**config.mk**
```make
export PLATFORM = sky130hd
export DESIGN_NAME = key_setpoint_adjuster
export DESIGN_NICKNAME = d
export VERILOG_FILES = /design/src/rtl/ksa_pkg.sv /design/src/rtl/key_setpoint_adjuster.sv /design/src/rtl/ksa_cfg.sv /design/src/rtl/ksa_key.sv
export SDC_FILE = /design/constraint.sdc
export NUM_CORES = 1
export LEC_CHECK = 0
export ABC_AREA = 1
export BUFFER_PORTS_ARGS = -buffer_cell sky130_fd_sc_hd__buf_2
export CORE_ASPECT_RATIO = 1.2
export CORE_MARGIN = 2
export CORE_UTILIZATION = 30
export DETAILED_ROUTE_END_ITERATION = 8
export PLACE_DENSITY = 0.45
export SETUP_SLACK_MARGIN = 0.05
export SYNTH_ARGS = -nofsm -noshare
export SYNTH_HDL_FRONTEND = slang
export SYNTH_SLANG_ARGS = --single-unit
```
**constraint.sdc**
```tcl
create_clock -name clk_i -period 7.31 [get_ports clk_i]
set_input_delay 0.3655 -clock clk_i [delete_from_list [all_inputs] [get_ports clk_i]]
set_output_delay 0.3655 -clock clk_i [all_outputs]
set_load 0.01 [all_outputs]
```
**src/rtl/ksa_pkg.sv**
```systemverilog
// Shared types and constants of the key setpoint adjuster.
// Used by ksa_cfg, ksa_key and key_setpoint_adjuster; no dependencies.
package ksa_pkg;

  localparam int unsigned TickW  = 8;
  localparam int unsigned SpW    = 10;
  localparam int unsigned CfgIdxW = 3;
  localparam int unsigned CfgDataW = 10;
  localparam int unsigned InDataW  = 8;
  localparam int unsigned OutDataW = 16;

  // Register indexes of the configuration port.
  typedef enum logic [CfgIdxW-1:0] {
    REG_SHORT_TICKS  = 3'd0,
    REG_LONG_TICKS   = 3'd1,
    REG_SMALL_STEP   = 3'd2,
    REG_LARGE_STEP   = 3'd3,
    REG_SETPOINT_MIN = 3'd4,
    REG_SETPOINT_MAX = 3'd5
  } reg_idx_e;

  // Values after reset.
  localparam logic [TickW-1:0] ShortTicksRst  = 8'd11;
  localparam logic [TickW-1:0] LongTicksRst   = 8'd200;
  localparam logic [SpW-1:0]   SmallStepRst   = 10'd1;
  localparam logic [SpW-1:0]   LargeStepRst   = 10'd10;
  localparam logic [SpW-1:0]   SetpointMinRst = 10'd100;
  localparam logic [SpW-1:0]   SetpointMaxRst = 10'd600;
  localparam logic [SpW-1:0]   SetpointRst    = 10'd300;

  // Configuration as seen by the datapath.
  typedef struct packed {
    logic [TickW-1:0] short_ticks;
    logic [TickW-1:0] long_ticks;
    logic [SpW-1:0]   small_step;
    logic [SpW-1:0]   large_step;
    logic [SpW-1:0]   setpoint_min;
    logic [SpW-1:0]   setpoint_max;
  } cfg_t;

  // What one key handler reports for the current tick.
  typedef struct packed {
    logic           event_hit;
    logic [SpW-1:0] delta;
  } key_res_t;

endpackage

```
**src/rtl/key_setpoint_adjuster.sv**
```systemverilog
// Top level of the key setpoint adjuster: stream ports, setpoint update
// and result register. Depends on ksa_pkg, ksa_cfg and ksa_key.
//
// Usage: one beat on the slave side is one tick of the key poll, carrying
// the up and down key levels. For each tick exactly one beat comes out on
// the master side with the new setpoint (in tenths) and the two key event
// flags. The up key is handled before the down key; an up event clamps the
// setpoint to setpoint_max from above, a down event to setpoint_min from
// below.
// The output beat comes in the cycle after its input beat. A tick can be
// taken in every cycle unless the receiver stalls: the key state and the
// setpoint update on acceptance and the result sits in a single output register.
// When the receiver stalls, the output register holds its beat and
// s_axis_tready drops until the beat is taken; nothing is lost.
// Reset clears both key counters and fast flags, loads the setpoint with
// 30.0 degrees and the configuration registers with their defaults.
// The user writes configuration through cfg_we_i/cfg_idx_i/cfg_wdata_i,
// one register per cycle, only while no tick is in flight; not enforced.
module key_setpoint_adjuster (
  input  logic                          clk_i,
  input  logic                          rst_ni,
  input  logic                          s_axis_tvalid,
  output logic                          s_axis_tready,
  // [0] up_pressed, [1] down_pressed, [7:2] zero
  input  logic [ksa_pkg::InDataW-1:0]   s_axis_tdata,
  output logic                          m_axis_tvalid,
  input  logic                          m_axis_tready,
  // [9:0] setpoint, [10] up_event, [11] down_event, [15:12] zero
  output logic [ksa_pkg::OutDataW-1:0]  m_axis_tdata,
  input  logic                          cfg_we_i,
  input  logic [ksa_pkg::CfgIdxW-1:0]   cfg_idx_i,
  input  logic [ksa_pkg::CfgDataW-1:0]  cfg_wdata_i
);

  ksa_pkg::cfg_t     cfg;
  ksa_pkg::key_res_t up_res, dn_res;
  logic              accept;
  logic [ksa_pkg::SpW-1:0] sp_q, sp_d, sp_up;
  logic [ksa_pkg::SpW:0]   up_sum;
  logic [ksa_pkg::SpW+1:0] dn_diff;
  logic                    out_valid_q;
  logic [ksa_pkg::SpW-1:0] out_sp_q;
  logic                    out_up_q, out_dn_q;

  // Take a tick whenever the output register is free or being emptied.
  assign s_axis_tready = !out_valid_q || m_axis_tready;
  assign accept        = s_axis_tvalid && s_axis_tready;

  ksa_cfg u_cfg (
    .clk_i       (clk_i),
    .rst_ni      (rst_ni),
    .cfg_we_i    (cfg_we_i),
    .cfg_idx_i   (cfg_idx_i),
    .cfg_wdata_i (cfg_wdata_i),
    .cfg_o       (cfg)
  );

  ksa_key u_key_up (
    .clk_i     (clk_i),
    .rst_ni    (rst_ni),
    .en_i      (accept),
    .pressed_i (s_axis_tdata[0]),
    .cfg_i     (cfg),
    .res_o     (up_res)
  );

  ksa_key u_key_dn (
    .clk_i     (clk_i),
    .rst_ni    (rst_ni),
    .en_i      (accept),
    .pressed_i (s_axis_tdata[1]),
    .cfg_i     (cfg),
    .res_o     (dn_res)
  );

  // Up step first, clamped to the upper limit, then the down step,
  // clamped to the lower limit (also when it would go below zero).
  always_comb begin
    up_sum = {1'b0, sp_q} + {1'b0, up_res.delta};
    sp_up  = sp_q;
    if (up_res.event_hit) begin
      if (up_sum >= {1'b0, cfg.setpoint_max}) begin
        sp_up = cfg.setpoint_max;
      end else begin
        sp_up = up_sum[ksa_pkg::SpW-1:0];
      end
    end
    dn_diff = {2'b00, sp_up} - {2'b00, dn_res.delta};
    sp_d    = sp_up;
    if (dn_res.event_hit) begin
      if (dn_diff[ksa_pkg::SpW+1] || (dn_diff <= {2'b00, cfg.setpoint_min})) begin
        sp_d = cfg.setpoint_min;
      end else begin
        sp_d = dn_diff[ksa_pkg::SpW-1:0];
      end
    end
  end

  // Setpoint state.
  always_ff @(posedge clk_i or negedge rst_ni) begin
    if (!rst_ni) begin
      sp_q <= ksa_pkg::SetpointRst;
    end else if (accept) begin
      sp_q <= sp_d;
    end
  end

  // Output valid flag.
  always_ff @(posedge clk_i or negedge rst_ni) begin
    if (!rst_ni) begin
      out_valid_q <= 1'b0;
    end else if (accept) begin
      out_valid_q <= 1'b1;
    end else if (m_axis_tready) begin
      out_valid_q <= 1'b0;
    end
  end

  // Output payload.
  always_ff @(posedge clk_i) begin
    if (accept) begin
      out_sp_q <= sp_d;
      out_up_q <= up_res.event_hit;
      out_dn_q <= dn_res.event_hit;
    end
  end

  assign m_axis_tvalid = out_valid_q;
  assign m_axis_tdata  = {4'b0000, out_dn_q, out_up_q, out_sp_q};

  // A down event never leaves the setpoint below the lower limit.
  assert property (@(posedge clk_i) disable iff (!rst_ni)
    accept && dn_res.event_hit |-> sp_d >= cfg.setpoint_min)
    else $error("down clamp violated");

  // An up event alone never leaves the setpoint above the upper limit.
  assert property (@(posedge clk_i) disable iff (!rst_ni)
    accept && up_res.event_hit && !dn_res.event_hit |-> sp_d <= cfg.setpoint_max)
    else $error("up clamp violated");

  // The delivered setpoint is the setpoint state.
  assert property (@(posedge clk_i) disable iff (!rst_ni)
    accept |=> m_axis_tvalid && (out_sp_q == sp_q))
    else $error("result register out of step with setpoint");

  // Without any event the setpoint stays put.
  assert property (@(posedge clk_i) disable iff (!rst_ni)
    accept && !up_res.event_hit && !dn_res.event_hit |=> $stable(sp_q))
    else $error("setpoint moved without an event");

endmodule

```
**src/rtl/ksa_cfg.sv**
```systemverilog
// Configuration register file of the key setpoint adjuster.
// Depends on ksa_pkg for the register indexes and the cfg_t struct.
module ksa_cfg (
  input  logic                          clk_i,
  input  logic                          rst_ni,
  input  logic                          cfg_we_i,
  input  logic [ksa_pkg::CfgIdxW-1:0]   cfg_idx_i,
  input  logic [ksa_pkg::CfgDataW-1:0]  cfg_wdata_i,
  output ksa_pkg::cfg_t                 cfg_o
);

  ksa_pkg::cfg_t cfg_q;

  // One register per index; writes to unused indexes are dropped.
  always_ff @(posedge clk_i or negedge rst_ni) begin
    if (!rst_ni) begin
      cfg_q.short_ticks  <= ksa_pkg::ShortTicksRst;
      cfg_q.long_ticks   <= ksa_pkg::LongTicksRst;
      cfg_q.small_step   <= ksa_pkg::SmallStepRst;
      cfg_q.large_step   <= ksa_pkg::LargeStepRst;
      cfg_q.setpoint_min <= ksa_pkg::SetpointMinRst;
      cfg_q.setpoint_max <= ksa_pkg::SetpointMaxRst;
    end else if (cfg_we_i) begin
      case (cfg_idx_i)
        ksa_pkg::REG_SHORT_TICKS:  cfg_q.short_ticks  <= cfg_wdata_i[ksa_pkg::TickW-1:0];
        ksa_pkg::REG_LONG_TICKS:   cfg_q.long_ticks   <= cfg_wdata_i[ksa_pkg::TickW-1:0];
        ksa_pkg::REG_SMALL_STEP:   cfg_q.small_step   <= cfg_wdata_i[ksa_pkg::SpW-1:0];
        ksa_pkg::REG_LARGE_STEP:   cfg_q.large_step   <= cfg_wdata_i[ksa_pkg::SpW-1:0];
        ksa_pkg::REG_SETPOINT_MIN: cfg_q.setpoint_min <= cfg_wdata_i[ksa_pkg::SpW-1:0];
        ksa_pkg::REG_SETPOINT_MAX: cfg_q.setpoint_max <= cfg_wdata_i[ksa_pkg::SpW-1:0];
        default: ;
      endcase
    end
  end

  assign cfg_o = cfg_q;

endmodule

```
**src/rtl/ksa_key.sv**
```systemverilog
// Hold counter and fast-mode flag of one key, with its step decision.
// Depends on ksa_pkg for cfg_t and key_res_t.
module ksa_key (
  input  logic                clk_i,
  input  logic                rst_ni,
  input  logic                en_i,
  input  logic                pressed_i,
  input  ksa_pkg::cfg_t       cfg_i,
  output ksa_pkg::key_res_t   res_o
);

  logic [ksa_pkg::TickW-1:0] ticks_q, ticks_d, ticks_inc;
  logic                      fast_q, fast_d;

  assign ticks_inc = ticks_q + 8'd1;

  // Decide the step and the next count for this tick.
  always_comb begin
    ticks_d         = ticks_q;
    fast_d          = fast_q;
    res_o.event_hit = 1'b0;
    res_o.delta     = '0;
    if (pressed_i) begin
      res_o.event_hit = 1'b1;
      ticks_d         = ticks_inc;
      if (ticks_inc == cfg_i.long_ticks) begin
        fast_d      = 1'b1;
        res_o.delta = cfg_i.large_step;
        ticks_d     = '0;
      end
    end else if (!fast_q && (ticks_q >= cfg_i.short_ticks)) begin
      res_o.event_hit = 1'b1;
      res_o.delta     = cfg_i.small_step;
      ticks_d         = '0;
    end else if (fast_q) begin
      res_o.event_hit = 1'b1;
      ticks_d         = '0;
      fast_d          = 1'b0;
    end
  end

  // State advances only when a tick is accepted.
  always_ff @(posedge clk_i or negedge rst_ni) begin
    if (!rst_ni) begin
      ticks_q <= '0;
      fast_q  <= 1'b0;
    end else if (en_i) begin
      ticks_q <= ticks_d;
      fast_q  <= fast_d;
    end
  end

  // A release always leaves fast mode.
  assert property (@(posedge clk_i) disable iff (!rst_ni)
    en_i && !pressed_i && fast_q |=> !fast_q && (ticks_q == '0))
    else $error("fast mode not left on release");

  // A short release keeps the count.
  assert property (@(posedge clk_i) disable iff (!rst_ni)
    en_i && !pressed_i && !fast_q && (ticks_q < cfg_i.short_ticks)
    |=> $stable(ticks_q) && !fast_q)
    else $error("short release changed the count");

  // Entering fast mode restarts the count.
  assert property (@(posedge clk_i) disable iff (!rst_ni)
    en_i && !fast_q && fast_d |=> fast_q && (ticks_q == '0))
    else $error("count not cleared on large step");

endmodule
```
## Yosys cells after proc, flatten, opt, wreduce, memory -nomap -nowiden

Cells that the tools add are included.
W data, S select, Z words.

- Bits in registers: 97
- Latch bits: 0
- Bits in writable memories: 0
- Bits in read-only memories: 0
- Input bits: 26
- Output and inout port bits: 18
- Logic and storage cells: 86
- Memories: 0

- Add/subtract/negate cells: 4
- Multiply operators: 0
- Div/mod/pow operators: 0
- Magnitude comparators: 4
- Eq/ne operators: 11
- Shift-type cells: 0
- Muxes and demuxes: 30
- Bitwise operators: 0
- Reduce and logical (&&, ||, !) cells: 22

Operators with widths:

| kind | count |
|---|---|
| $mux W10 | 8 |
| $mux W8 | 8 |
| $mux W11 | 2 |
| $add A8 B1 Y8 const B | 2 |
| $eq A8 B8 Y1 | 2 |
| $ge A8 B8 Y1 | 2 |
| $reduce_and A2 Y1 | 8 |
| $le A12 B10 Y1 | 1 |
| $mux W1 | 12 |
| $add A10 B10 Y11 | 1 |
| $ge A11 B10 Y1 | 1 |
| $sub A10 B10 Y11 | 1 |
| $eq A3 B2 Y1 const B | 2 |
| $eq A3 B3 Y1 const B | 2 |
| $reduce_and A3 Y1 | 2 |
| $reduce_bool A3 Y1 | 2 |
| $ne A2 B1 Y1 const B | 2 |
| $ne A2 B2 Y1 const B | 2 |
| $eq A3 B1 Y1 const B | 1 |
| $logic_and A1 B1 Y1 | 3 |
| $logic_not A1 Y1 | 3 |
| $logic_not A3 Y1 | 1 |
| $logic_or A1 B1 Y1 | 2 |
| $reduce_bool A2 Y1 | 1 |

## Logic depth before layout (Yosys ltp)

Gate-level depths: netlist of run 1.

- Word-level depth: 13
- Gate-level depth with buffers: 55
- Gate-level depth less buffers: 55

## By module

Synthesis of run 1 repeated with hierarchy kept, for this count alone.

- Cell total of the unflattened synthesis: 1141
- Area total of the unflattened synthesis: 7674.9 um^2

Modules (own cells, without submodules):

| module | times used | cells an instance | area an instance (um^2) |
|---|---|---|---|
| key_setpoint_adjuster | 1 | 466 | 3070.4 |
| ksa_key | 2 | 211 | 1172.4 |
| ksa_cfg | 1 | 253 | 2259.7 |

## Worst setup path after synthesis of run 1

No wires, ideal clock.

- Kind: register to register
- Start: reg u_key_up.ticks_q[0] (netlist bit)
- End: reg out_sp_q[9] (netlist bit), data pin
- Arrival: 6.077 ns
- Data required time: 7.055 ns
- Setup slack: 0.978 ns
- Stages on the path, launching flop included: 51
- Period minus slack after synthesis: 6.332 ns
- Path through: dfrtp_1 > ha_1 > nand3_1 > nand3b_1 > xor2_1 > inv_1 > nand2_1 > a21oi_2 > nand4_2 > o21ai_0 > ha_1 > inv_1 > fa_1 > inv_1 > nand3_1 > nand2_1 > nand3_1 > nand2_1 > [... 15 more ...] > ha_1 > inv_1 > fa_1 > nand3_1 > nand2_1 > xnor2_1 > inv_1 > ha_1 > nand2_1 > nor2_1 > nand2_1 > nand2_1 > nand2_1 > nand2_1 > nand3_1 > nand2_1 > nand3_1 > and2_1

- Longest elaborated chain between the ends: 13

Ends and longest elaborated chain:

| element | RTL line | source |
|---|---|---|
| start: declaration | ksa_key.sv:12 | `logic [ksa_pkg::TickW-1:0] ticks_q, ticks_d, ticks_inc;` |
| start signal: assignment | ksa_key.sv:48 | `ticks_q <= ticks_d;` |
| $add A8 B1 Y8 or $ge A8 B8 Y1 (tied branches) | ksa_key.sv:15, ksa_key.sv:31 |  |
| $eq A8 B8 Y1 or $logic_and A1 B1 Y1 (tied branches) | ksa_key.sv:26, ksa_key.sv:31 |  |
| $mux W10 (on tied branches) | ksa_key.sv:26, ksa_key.sv:31 |  |
| $mux W11 * | ksa_key.sv:23 | `if (pressed_i) begin` |
| $add A10 B10 Y11 | key_setpoint_adjuster.sv:79 | `up_sum = {1'b0, sp_q} + {1'b0, up_res.delta};` |
| $ge A11 B10 Y1 | key_setpoint_adjuster.sv:82 | `if (up_sum >= {1'b0, cfg.setpoint_max}) begin` |
| $mux W10 | key_setpoint_adjuster.sv:82 |  |
| $mux W10 * | key_setpoint_adjuster.sv:81 | `if (up_res.event_hit) begin` |
| $sub A10 B10 Y11 | key_setpoint_adjuster.sv:88 | `dn_diff = {2'b00, sp_up} - {2'b00, dn_res.delta};` |
| $le A12 B10 Y1 | key_setpoint_adjuster.sv:91 | `if (dn_diff[ksa_pkg::SpW+1] \|\| (dn_diff <= {2'b00, cfg.setpoint_min})) begin` |
| $logic_or A1 B1 Y1 | key_setpoint_adjuster.sv:91 |  |
| $mux W10 | key_setpoint_adjuster.sv:91 |  |
| $mux W10 * | key_setpoint_adjuster.sv:90 | `if (dn_res.event_hit) begin` |
| net sp_d (one bit) | key_setpoint_adjuster.sv:38 | `logic [ksa_pkg::SpW-1:0] sp_q, sp_d, sp_up;` |
| end signal: assignment | key_setpoint_adjuster.sv:122 | `out_sp_q <= sp_d;` |
| end: declaration | key_setpoint_adjuster.sv:42 | `logic [ksa_pkg::SpW-1:0] out_sp_q;` |

The timed path passes the listed nets; every way through them passes the cells marked *.
A chain may end at the register's enable or synchronous reset.

## Worst setup path in the final report of run 1

- Start: reg u_cfg.cfg_q, in the netlist u_cfg.cfg_o[49]
- End: reg out_sp_q[1] (netlist bit), data pin

- Longest elaborated chain between the ends: 13

Ends and longest elaborated chain:

| element | RTL line | source |
|---|---|---|
| start: declaration | ksa_cfg.sv:12 | `ksa_pkg::cfg_t cfg_q;` |
| $ge A8 B8 Y1 | ksa_key.sv:31 | `end else if (!fast_q && (ticks_q >= cfg_i.short_ticks)) begin` |
| $logic_and A1 B1 Y1 | ksa_key.sv:31 |  |
| $mux W10 | ksa_key.sv:31 |  |
| $mux W11 | ksa_key.sv:23 |  |
| $add A10 B10 Y11 | key_setpoint_adjuster.sv:79 |  |
| $ge A11 B10 Y1 | key_setpoint_adjuster.sv:82 |  |
| $mux W10 | key_setpoint_adjuster.sv:82 |  |
| $mux W10 | key_setpoint_adjuster.sv:81 |  |
| $sub A10 B10 Y11 | key_setpoint_adjuster.sv:88 |  |
| $le A12 B10 Y1 | key_setpoint_adjuster.sv:91 |  |
| $logic_or A1 B1 Y1 | key_setpoint_adjuster.sv:91 |  |
| $mux W10 | key_setpoint_adjuster.sv:91 |  |
| $mux W10 * | key_setpoint_adjuster.sv:90 |  |
| net sp_d (one bit) | key_setpoint_adjuster.sv:38 |  |

Marks and branches as above.

==> results.md, run 1 <==
- GRT Resource Usage Total: between 15 and 20%
- Final hold slack: around 0.28 ns
- Peak supply drop: 238 uV
- Horiz. Die Dim: 144 um
- Final worst setup slack: approximately 0.54 ns
- Worst EP arrival: 6.89 ns
- Nets: 1,107
- Detailed Routing Iterations Pass 1: 5
- Drt total wl: roughly 21,000 um
- Multi-input logic area: between 4000 and 5000 um2
- Pleak: 4.26 nW
- FF-to-FF path depth: between 40 and 50
- Clk pwr share: 12.3%
- Layout cell share with drive strength beyond 1: between 10% and 20%
- Net Sw Power: roughly 0.0021 W
- Max_slew headroom: a little under a third
- Final Max Slew Viols: 0
- Iter 0 DRT Violations: ~270
- TritonCTS Buffers: 9
- # DRC: 0
- Switching Share: 47.3%
- Max Root-Sink Buffers: 2
- Starting Density: a little under a third
- Most common cell after layout, fill and taps aside: nand2_1
- Post-route minimum period: 6.77 ns
- First-pass GRT wire length: around 33,000 um
- Worst EP required: around 7.4 ns
- I/O Buffers: 33
- Main flop type after synthesis: dfrtp_1
- Top cell type's share of synthesized area: between 20% and 30%
- Async SR Flop Fraction: 87.6%
- PD cells: around 530 nW/um2
- Crit path max fanout: 8
- Core area: ~23,000 um2
- CP startpoint kind: flip-flop
- Worst hold path type: in2reg
- Die ar.: 24,800 um2
- Clock sinks: a little under 100
- Initial antenna violation count: 0
- Clock Latency Late Sink: between 0.3 and 0.4 ns
- CTS root buffer: clkbuf_16
- Syn_area_per_cell: between 7 and 8 um2
- Sequential power share: 19.1%
- Total grt overflow: 0
- Post-synth EDFFs: 12
- Worst-path clk slew: 0.07 ns
- Detail Route Antenna Nets: 0
- Via density: ~4.7
- Logic pwr share: between 60% and 70%
- Reported max-cap violation count: 0
- Power Total: between 0.004 and 0.005 W
- Routed WL per cell: ~16 um
- Netlist cell types: between 40 and 50
- Cell row count: approximately 60
- Post-Place Setup Slack: -0.00670 ns
- CTS tree: done
- Synthesis warning total: 0
- Syn Inst Count: 977
- Die span in y: roughly 170 um
- Placed standard-cell area: around 7700 um2
- Most frequent cells in the layout: nand2_1, inv_1, nand3_1, o21ai_0, dfrtp_1
- Cell Int Power: approximately 0.0023 W
- Flop-to-flop setup slack: between 0.5 and 0.6 ns
- WHS Path Cells: 4
- RSZ-0062 raised after global routing: false
- # diodes: 0
- Final Hold Fails: 0
- Hold Startpoint: m_axis_tready
- Post-route cell area: around 8400 um2
- CP max stage delay: approximately 0.53 ns
- Area grow syn2layout: 18.9%
- Detailed-route via count: about 6,300
- Area leader, netlist: dfrtp_1
- Number of synthesized register bits: 97
- Slew @ Worst Pin: between 1 and 1.5 ns
- H-tree depth: 3
- Synthesized cell area: 7070 um2
- R2r endpoint: out_sp_q[1]
- Number of global-route vias before repair: ~5,900
- Layout fillers: between 2,000 and 3,000
- Hold EP: m_axis_tvalid
- Worst Clk Skew: ~0.0070 ns
- GP Congestion: between 0.8 and 0.9
- Outcome: finished, final reports clean
- Sequential area share after synthesis: 35.5%
- HPWL Detailed: roughly 16,000 um
- Top Ports: 44
- Worst path slowest cell: dfstp_2
- Final setup viols: 0
- Max Clk Rate: 0.148 GHz
- Critical Path End Type: flip-flop
- Reg area: between 2000 and 3000 um2
- Synth top area cells: dfrtp_1, nand2_1, ha_1, inv_1, dfstp_2
- Crit path kind: reg2reg
- Reg2reg start: u_cfg.cfg_o[49]
- Largest net degree at the start of global routing: 61
- Period utilization: between 90 and 100%
==> flip-flops by register name (all words and copies together), names as in the netlist <==
register,count
sp_q,10
u_key_dn.fast_q,1
u_key_up.ticks_q,8
u_cfg.cfg_o,56
m_axis_tvalid,1
out_up_q,1
out_dn_q,1
u_key_dn.ticks_q,8
u_key_up.fast_q,1
out_sp_q,10
==> worst max-delay path by stage <==
| stage | depth (start not counted) | from | to | slack [ns] |
|---|---|---|---|---|
| after detailed placement | 51 | u_key_up.ticks_q[0] | out_sp_q[3] | -0.007 |
| after floorplan | 50 | u_key_up.ticks_q[0] | out_sp_q[9] | 0.98 |
| after CTS | 52 | u_key_up.ticks_q[1] | out_sp_q[3] | 0.06 |
| after global routing | 47 | u_cfg.cfg_o[49] | out_sp_q[1] | 0.05 |
| after global placement | 49 | u_key_up.ticks_q[0] | out_sp_q[3] | 0.004 |
| final | 48 | u_cfg.cfg_o[49] | out_sp_q[1] | 0.54 |
==> what timing repair did <==
| item | in CTS | in global routing |
|---|---|---|
| pin swaps | 0 | 43 |
| endpoints found under the hold margin | 20 | 0 |
| setup buffers | 0 | 4 |
| setup endpoints to repair | 8 | 20 |
| hold buffers | 1 | 0 |
| gates resized for setup | 1 | 81 |
==> power groups by stage <==
stage / Sequential [W] / Combinational, W / Clock [W]
finish: 0.000845 / 0.00304 / 0.000547
global route: 0.000864 / 0.00344 / 0.000582
CTS: 0.000838 / 0.00261 / 0.000563
detailed placement: 0.000849 / 0.00259 / 0
global placement: 0.000847 / 0.00257 / 0
floorplan: 0.000832 / 0.00180 / 0
==> through the flow <==
| stage | utilization (%) | TNS (ns) | cells |
|---|---|---|---|
| floorplan | - | 0 | 980 |
| global placement | 33.1 | 0 | 1319 |
| detailed placement | 33.1 | -0.00670 | 1319 |
| CTS | 34.6 | 0 | 1336 |
| global route | 36.3 | 0 | 1340 |
| finish | 36.3 | 0 | 1340 |
==> worst max-delay path: cells and delay by family, from the launching register on <==
kind | cells | cell delay (ns)
simple gates | 26 | 2.52
flops | 1 | 0.53
fa+ha+maj | 6 | 1.74
compound gates | 7 | 0.89
buf+inv | 9 | 0.88
==> per-layer routing <==
layer / vias to the layer above / part of all wire, % / global-route usage (%)
li1: 3248 / - / -
met3: 28 / 2.1 / 1.72
met1: 2899 / 43 / 21.5
met5: - / 0 / 0
met2: 76 / 52 / 32.5
met4: 0 / 2.9 / 6.82
==> kinds of logic (layout without fill, tap and decap cells) <==
kind of cell / after synthesis / after routing / share of synthesized area [%]
simple gates: 490 / 490 / 30.4
other cells: 1 / 4 / 0.0531
compound gates: 125 / 125 / 10.0
buf+inv: 181 / 226 / 10.3
fa+ha+maj: 61 / 61 / 11.0
flops: 97 / 97 / 35.5
xor+xnor: 22 / 22 / 2.73
==> area by class of cell <==
class | instances | area share (%)
Sequential cell | 97 | 29.9
Clock inverter | 6 | 1.04
Timing Repair Buffer | 62 | 4.93
Inverter | 148 | 6.61
Multi-Input combinational cell | 702 | 49.8
Clock buffer | 10 | 2.98
Tap cell | 315 | 4.69
==> cells in the mapped netlist (all sizes together) (12+ instances only) <==
cell type	instances
o21ai	88
inv	145
nor2	36
clkbuf	19
ha	59
dfrtp	65
a21oi	27
xor2	15
dfstp	20
nand2	295
nand3	102
buf	13
edfxtp	12
nand4	41
Note: power is estimated with default switching activity, not from simulation.
==> inputs of run 2 (changes only) <==
==> constraint.sdc (replaced) <==
create_clock -name clk_i -period 7.31 [get_ports clk_i]
set_input_delay 1.462 -clock clk_i [delete_from_list [all_inputs] [get_ports clk_i]]
set_output_delay 1.462 -clock clk_i [all_outputs]
set_load 0.01 [all_outputs]
==> run 2 against run 1 <==
Count of clock-buffer cells in the layout rose by 1; sequential power fell by 0.9%; clock skew barely moved; utilization rose by 1.4 points; combinational power rose by 12%; critical path depth fell by 2; worst setup slack got worse by 0.076 ns; wire length rose by 0.28%; critical path type unchanged; highest routed layer unchanged.
==> results.md, run 2 (synthesis results as in run 1) <==
- Final setup viols: 0
- Cell row count: between 60 and 70
- Clock sinks: between 90 and 100
- # diodes: 0
- H-tree depth: 3
- Layout cell share with drive strength beyond 1: 22.2%
- Crit path kind: reg2reg
- Drt total wl: between 20,000 and 25,000 um
- Number of global-route vias before repair: just over 6,000
- Inst Count DP: about 1,400
- Worst path slowest cell: fa_2
- # DRC: 0
- WHS Path Cells: 2
- Final hold slack: 0.481 ns
- GRT Resource Usage Total: ~18%
- Period utilization: between 90% and 100%
- Nets: 1,150
- Starting Density: a little under a third
- Crit path max fanout: 8
- Die span in y: 172 um
- Via density: between 4 and 5
- PD cells: between 500 and 600 nW/um2
- Clock Latency Late Sink: 0.36 ns
- CTS tree: done
- Reg area: between 2000 and 3000 um2
- Setup TNS: 0 ns
- Initial antenna violation count: 0
- CTS root buffer: clkbuf_16
- Core area: around 23,000 um2
- Worst Clk Skew: slightly below 0.007 ns
- Post-route cell area: a little under 9000 um2
- Iter 0 DRT Violations: around 260
- HPWL Detailed: roughly 16,000 um
- Fin cells: around 1,400
- CP max stage delay: 0.41 ns
- Worst-path clk slew: approximately 0.070 ns
- Final Hold Fails: 0
- First-pass GRT wire length: 33,000 um
- CP startpoint kind: flip-flop
- Placed standard-cell area: 7920 um2
- Largest register FFs: 56
- Worst hold path type: reg2reg
- Peak supply drop: between 200 and 250 uV
- Area grow syn2layout: 23.6%
- Die ar.: roughly 25,000 um2
- Most common cell after layout, fill and taps aside: nand2_1
- Hold Buf Count CTS: 0
- Horiz. Die Dim: approximately 140 um
- Routed WL per cell: 15.4 um
- FF-to-FF path depth: 46
- Final Max Slew Viols: 0
- Max Clk Rate: approximately 0.15 GHz
- Outcome: finished, final reports clean
- Critical Path End Type: flip-flop
- Worst EP required: between 7 and 8 ns
- Post-route minimum period: 6.85 ns
- Largest net degree at the start of global routing: 66
- Detailed Routing Iterations Pass 1: 5
- Post-Place Setup Slack: -0.336 ns
- Total grt overflow: 0
- Top Ports: between 40 and 50
- Multi-input logic area: between 4000 and 5000 um2
- Most common cell on crit path: nand2_1
- Slew @ Worst Pin: about 1.0 ns
- Detailed-route via count: roughly 6,400
- Reported max-cap violation count: 0
- I/O Buffers: 33
- Pleak: 4.49 nW
- Detail Route Antenna Nets: 0
- Max Root-Sink Buffers: 2
- TritonCTS Buffers: 9
- Max_slew headroom: a little over 30%
- Layout fillers: between 2,000 and 2,500
- Most frequent cells in the layout: nand2_1, inv_1, nand3_1, o21ai_0, buf_4
- Final worst setup slack: about 0.46 ns
- Worst EP arrival: between 6 and 7 ns
- GP Congestion: between 0.8 and 0.9
## run 2: cell types whose count changed in the layout (fill, tap and decap cells not counted), moves of 3 or more
cell,change
nand2_1,+3
nand3_2,+4
ha_4,-3
nand3_1,-5
buf_4,+45
## run 2: area by class of cell
| cell class | count | share of cell area, % |
|---|---|---|
| clock inverters | 5 | 0.974 |
| clock buffers | 11 | 3.02 |
| flip-flops and latches | 97 | 28.8 |
| multi-input cells | 702 | 48.0 |
| well taps | 315 | 4.51 |
| repair buffers | 105 | 8.37 |
| inverters | 148 | 6.36 |
## run 2: where the power goes
group / switching [W] / internal [W] / total [W]
Combinational: 0.00182 / 0.00157 / 0.00339
Clock: 0.000226 / 0.000332 / 0.000557
Sequential: 0.000105 / 0.000732 / 0.000837
## run 2: repair_timing
action                                  in CTS  in global routing
resized for setup                            2                 84
endpoints found under the setup margin      17                 20
hold endpoints to repair                     0                  0
pin swaps                                    0                 39
buffers inserted                             0                 12
## run 2: critical path, delay by kind of cell (launching register included)
kind,cells,cell delay [ns]
xor+xnor,3,0.44
flops,1,0.40
simple gates,22,2.35
fa+ha+maj,7,1.90
buf+inv,11,1.00
compound gates,3,0.48
## run 2: stage by stage
step	util [%]	total power (W)
6_report	37.8	0.00478
3_5_place_dp	34.3	0.00382
4_1_cts	35.8	0.00440
2_1_floorplan	-	0.00264
5_1_grt	37.8	0.00525
3_3_place_gp	34.3	0.00380
## run 2: worst paths after layout
path / startpoint / to / slack, ns
setup / recovery: u_key_up.ticks_q[1] / out_sp_q[1] / 0.46
hold / removal: sp_q[5] / sp_q[5] / 0.48
setup reg to reg: u_key_up.ticks_q[1] / out_sp_q[1] / 0.46
hold reg to reg: sp_q[5] / sp_q[5] / 0.48
max in group asynchronous: rst_ni / sp_q[7] / 5.18
min in group asynchronous: rst_ni / u_key_dn.ticks_q[6] / 0.98
## run 2: layer usage
| metal | global-route usage [%] | share of wire (%) | wire [um] |
|---|---|---|---|
| met2 | 33.2 | 52 | 11100 |
| met4 | 5.03 | 2.3 | 492 |
| met5 | 0 | 0 | 0 |
| met1 | 21.1 | 43 | 9130 |
| met3 | 2.52 | 2.7 | 569 |
==> inputs of run 3 (changes only) <==
--- a/config.mk
+++ b/config.mk
@@ -8,10 +8,10 @@
 export ABC_AREA = 1
 export BUFFER_PORTS_ARGS = -buffer_cell sky130_fd_sc_hd__buf_2
 export CORE_ASPECT_RATIO = 1.2
-export CORE_MARGIN = 2
 export CORE_UTILIZATION = 30
 export DETAILED_ROUTE_END_ITERATION = 8
 export PLACE_DENSITY = 0.45
+export RECOVER_POWER = 100
 export SETUP_SLACK_MARGIN = 0.05
 export SYNTH_ARGS = -nofsm -noshare
 export SYNTH_HDL_FRONTEND = slang
==> run 3 against run 2 <==
The run now ends with capacitance limit, slew limit left; first-iteration DRC count grew 25%; power grew 1.5%; cell area grew 0.77%; wire length grew 1.3%; combinational power grew 3%; register-to-register slack gained 0.05 ns.
==> results.md, run 3 (synthesis results as in run 1) <==
- Outcome: finished with violations
- Post-route minimum period: about 6.8 ns
- Period utilization: 93.0%
- Crit path kind: reg2reg
- Worst Clk Skew: between 0.006 and 0.007 ns
- PD cells: 552 nW/um2
- Reg area: 2510 um2
- FF-to-FF path depth: 47
- Drt total wl: about 22,000 um
- Layout fillers: between 2,000 and 2,500
- CP startpoint kind: flip-flop
- Routed WL per cell: between 15 and 20 um
- HPWL Detailed: 16,600 um
- Number of global-route vias before repair: 6,193
- Crit path to: out_sp_q[8]
- Clock Latency Late Sink: ~0.36 ns
- CTS tree: done
- CP max stage delay: approximately 0.42 ns
- Die ar.: 24,200 um2
- Via density: about 4.6
- Max Clk Rate: between 0.1 and 0.15 GHz
- Final setup viols: 0
- CTS root buffer: clkbuf_16
- Inst Count DP: about 1,400
- Largest register FFs: between 50 and 60
- GRT Resource Usage Total: a little under a fifth
- Slew @ Worst Pin: 3.69 ns
- Peak supply drop: around 230 uV
- Detailed Routing Iterations Pass 1: 5
- Reported max-cap violation count: 1
- Final Util: between 30% and 40%
- Initial antenna violation count: 0
- Critical Path End Type: flip-flop
- Most frequent cells in the layout: nand2_1, inv_1, nand3_1, o21ai_0, buf_4
- Layout cell share with drive strength beyond 1: 21.8%
- Most common cell after layout, fill and taps aside: nand2_1
- Pleak: ~4.4 nW
- # DRC: 0
- WP buf/inv: 9
- Multi-input logic area: 4260 um2
- H-tree depth: 3
- Max_slew headroom: -146%
- Critical path depth in cells: 47
- Fin cells: ~1,400
- Top Ports: between 40 and 50
- Worst path slowest cell: fa_2
- Flop-to-flop setup slack: approximately 0.51 ns
- Reg2reg start: u_key_up.ticks_q[1]
- Final Max Slew Viols: 67
- Final hold slack: 0.490 ns
- Crit path max fanout: 5
- Final Hold Fails: 0
- Worst EP arrival: 6.91 ns
- Detailed-route via count: 6,459
- Core area: roughly 23,000 um2
- Largest net degree at the start of global routing: 67
- Failing checks: capacitance limit, slew limit
- GP Congestion: 0.850
- Post-route cell area: 8800 um2
- Iter 0 DRT Violations: 323
- Horiz. Die Dim: between 100 and 150 um
- First-pass GRT wire length: approximately 33,000 um
- Clock sinks: 97
- Cell row count: between 60 and 70
- Worst EP required: approximately 7.4 ns
- Crit path from: u_key_up.ticks_q[1]
- R2r endpoint: out_sp_q[8]
- Nets: between 1,000 and 1,500
- Power Total: 0.00485 W
- Placed standard-cell area: around 8000 um2
- I/O Buffers: 33
- Die span in y: roughly 170 um
- Most common cell on crit path: nand2_2
- Detail Route Antenna Nets: 0
- CP top delay family: simple AND/OR/NAND/NOR gates
- Starting Density: between 30% and 40%
- Worst hold path type: reg2reg
- Max Root-Sink Buffers: 2
- WHS Path Cells: 2
- Worst-path clk slew: 0.07 ns
- Area grow syn2layout: 24.5%
- Total grt overflow: 0
- TritonCTS Buffers: 9
- RSZ-0062 raised after global routing: false
- # diodes: 0
## run 3: cell count changes in the layout (fill, tap and decap cells not counted), moves of 3 or more
| cell | change |
|---|---|
| ha_4 | +4 |
| nand2_2 | +10 |
| buf_2 | -17 |
| nand2_1 | -12 |
| clkbuf_1 | +23 |
| nand3_2 | +3 |
| ha_1 | -3 |
| and2_0 | +3 |
## run 3: repair_timing
item,4_1_cts,5_1_grt
resized for setup,2,102
hold buffers,0,0
endpoints found under the setup margin,16,20
pin swaps,0,53
buffers inserted,0,7
gates cloned,0,2
## run 3: power breakdown
| part | leakage (nW) | switching [W] | internal [W] |
|---|---|---|---|
| combinational | 3.13 | 0.00189 | 0.00161 |
| clock | 0.146 | 0.000228 | 0.000287 |
| sequential | 1.16 | 0.000111 | 0.000732 |
| total | 4.44 | 0.00223 | 0.00263 |
## run 3: worst reg2reg max path: cells and delay by family (launching register included)
family / cells / cell delay [ns]
AOI/OAI and AO/OA: 3 / 0.49
xor gates and xnor gates: 2 / 0.29
adders and majority gates: 7 / 1.92
buffers and inverters: 9 / 0.80
DFF: 1 / 0.41
and+or+nand+nor: 26 / 2.65
## run 3: layer usage
layer / track usage, % / wire length (um)
met1: 21.7 / 9210
met2: 33.9 / 11200
met3: 2.11 / 444
met4: 7.76 / 705
met5: 0 / 0
## run 3: worst min path at each step
stage | from | slack (ns) | endpoint
after detailed placement | u_cfg.cfg_o[5] | 0.48 | u_cfg.cfg_o[5]
after global placement | u_cfg.cfg_o[5] | 0.47 | u_cfg.cfg_o[5]
after CTS | sp_q[8] | 0.49 | sp_q[8]
after global routing | sp_q[8] | 0.50 | sp_q[8]
final | sp_q[5] | 0.49 | sp_q[5]
after floorplan | u_cfg.cfg_o[1] | 0.45 | u_cfg.cfg_o[1]
## run 3: cell type report
type / count / share of cell area, %
Tap cell: 315 / 4.48
Multi-Input combinational cell: 702 / 48.5
Inverter: 148 / 6.31
Clock inverter: 5 / 0.711
Timing Repair Buffer: 114 / 8.66
Sequential cell: 97 / 28.5
Clock buffer: 10 / 2.84
## run 3: metrics by stage
stage	setup TNS, ns	setup slack [ns]
2_1_floorplan	0	0.475
3_3_place_gp	-4.86	-0.344
3_5_place_dp	-5.62	-0.381
4_1_cts	0	0.0993
5_1_grt	0	0.0181
6_report	0	0.515
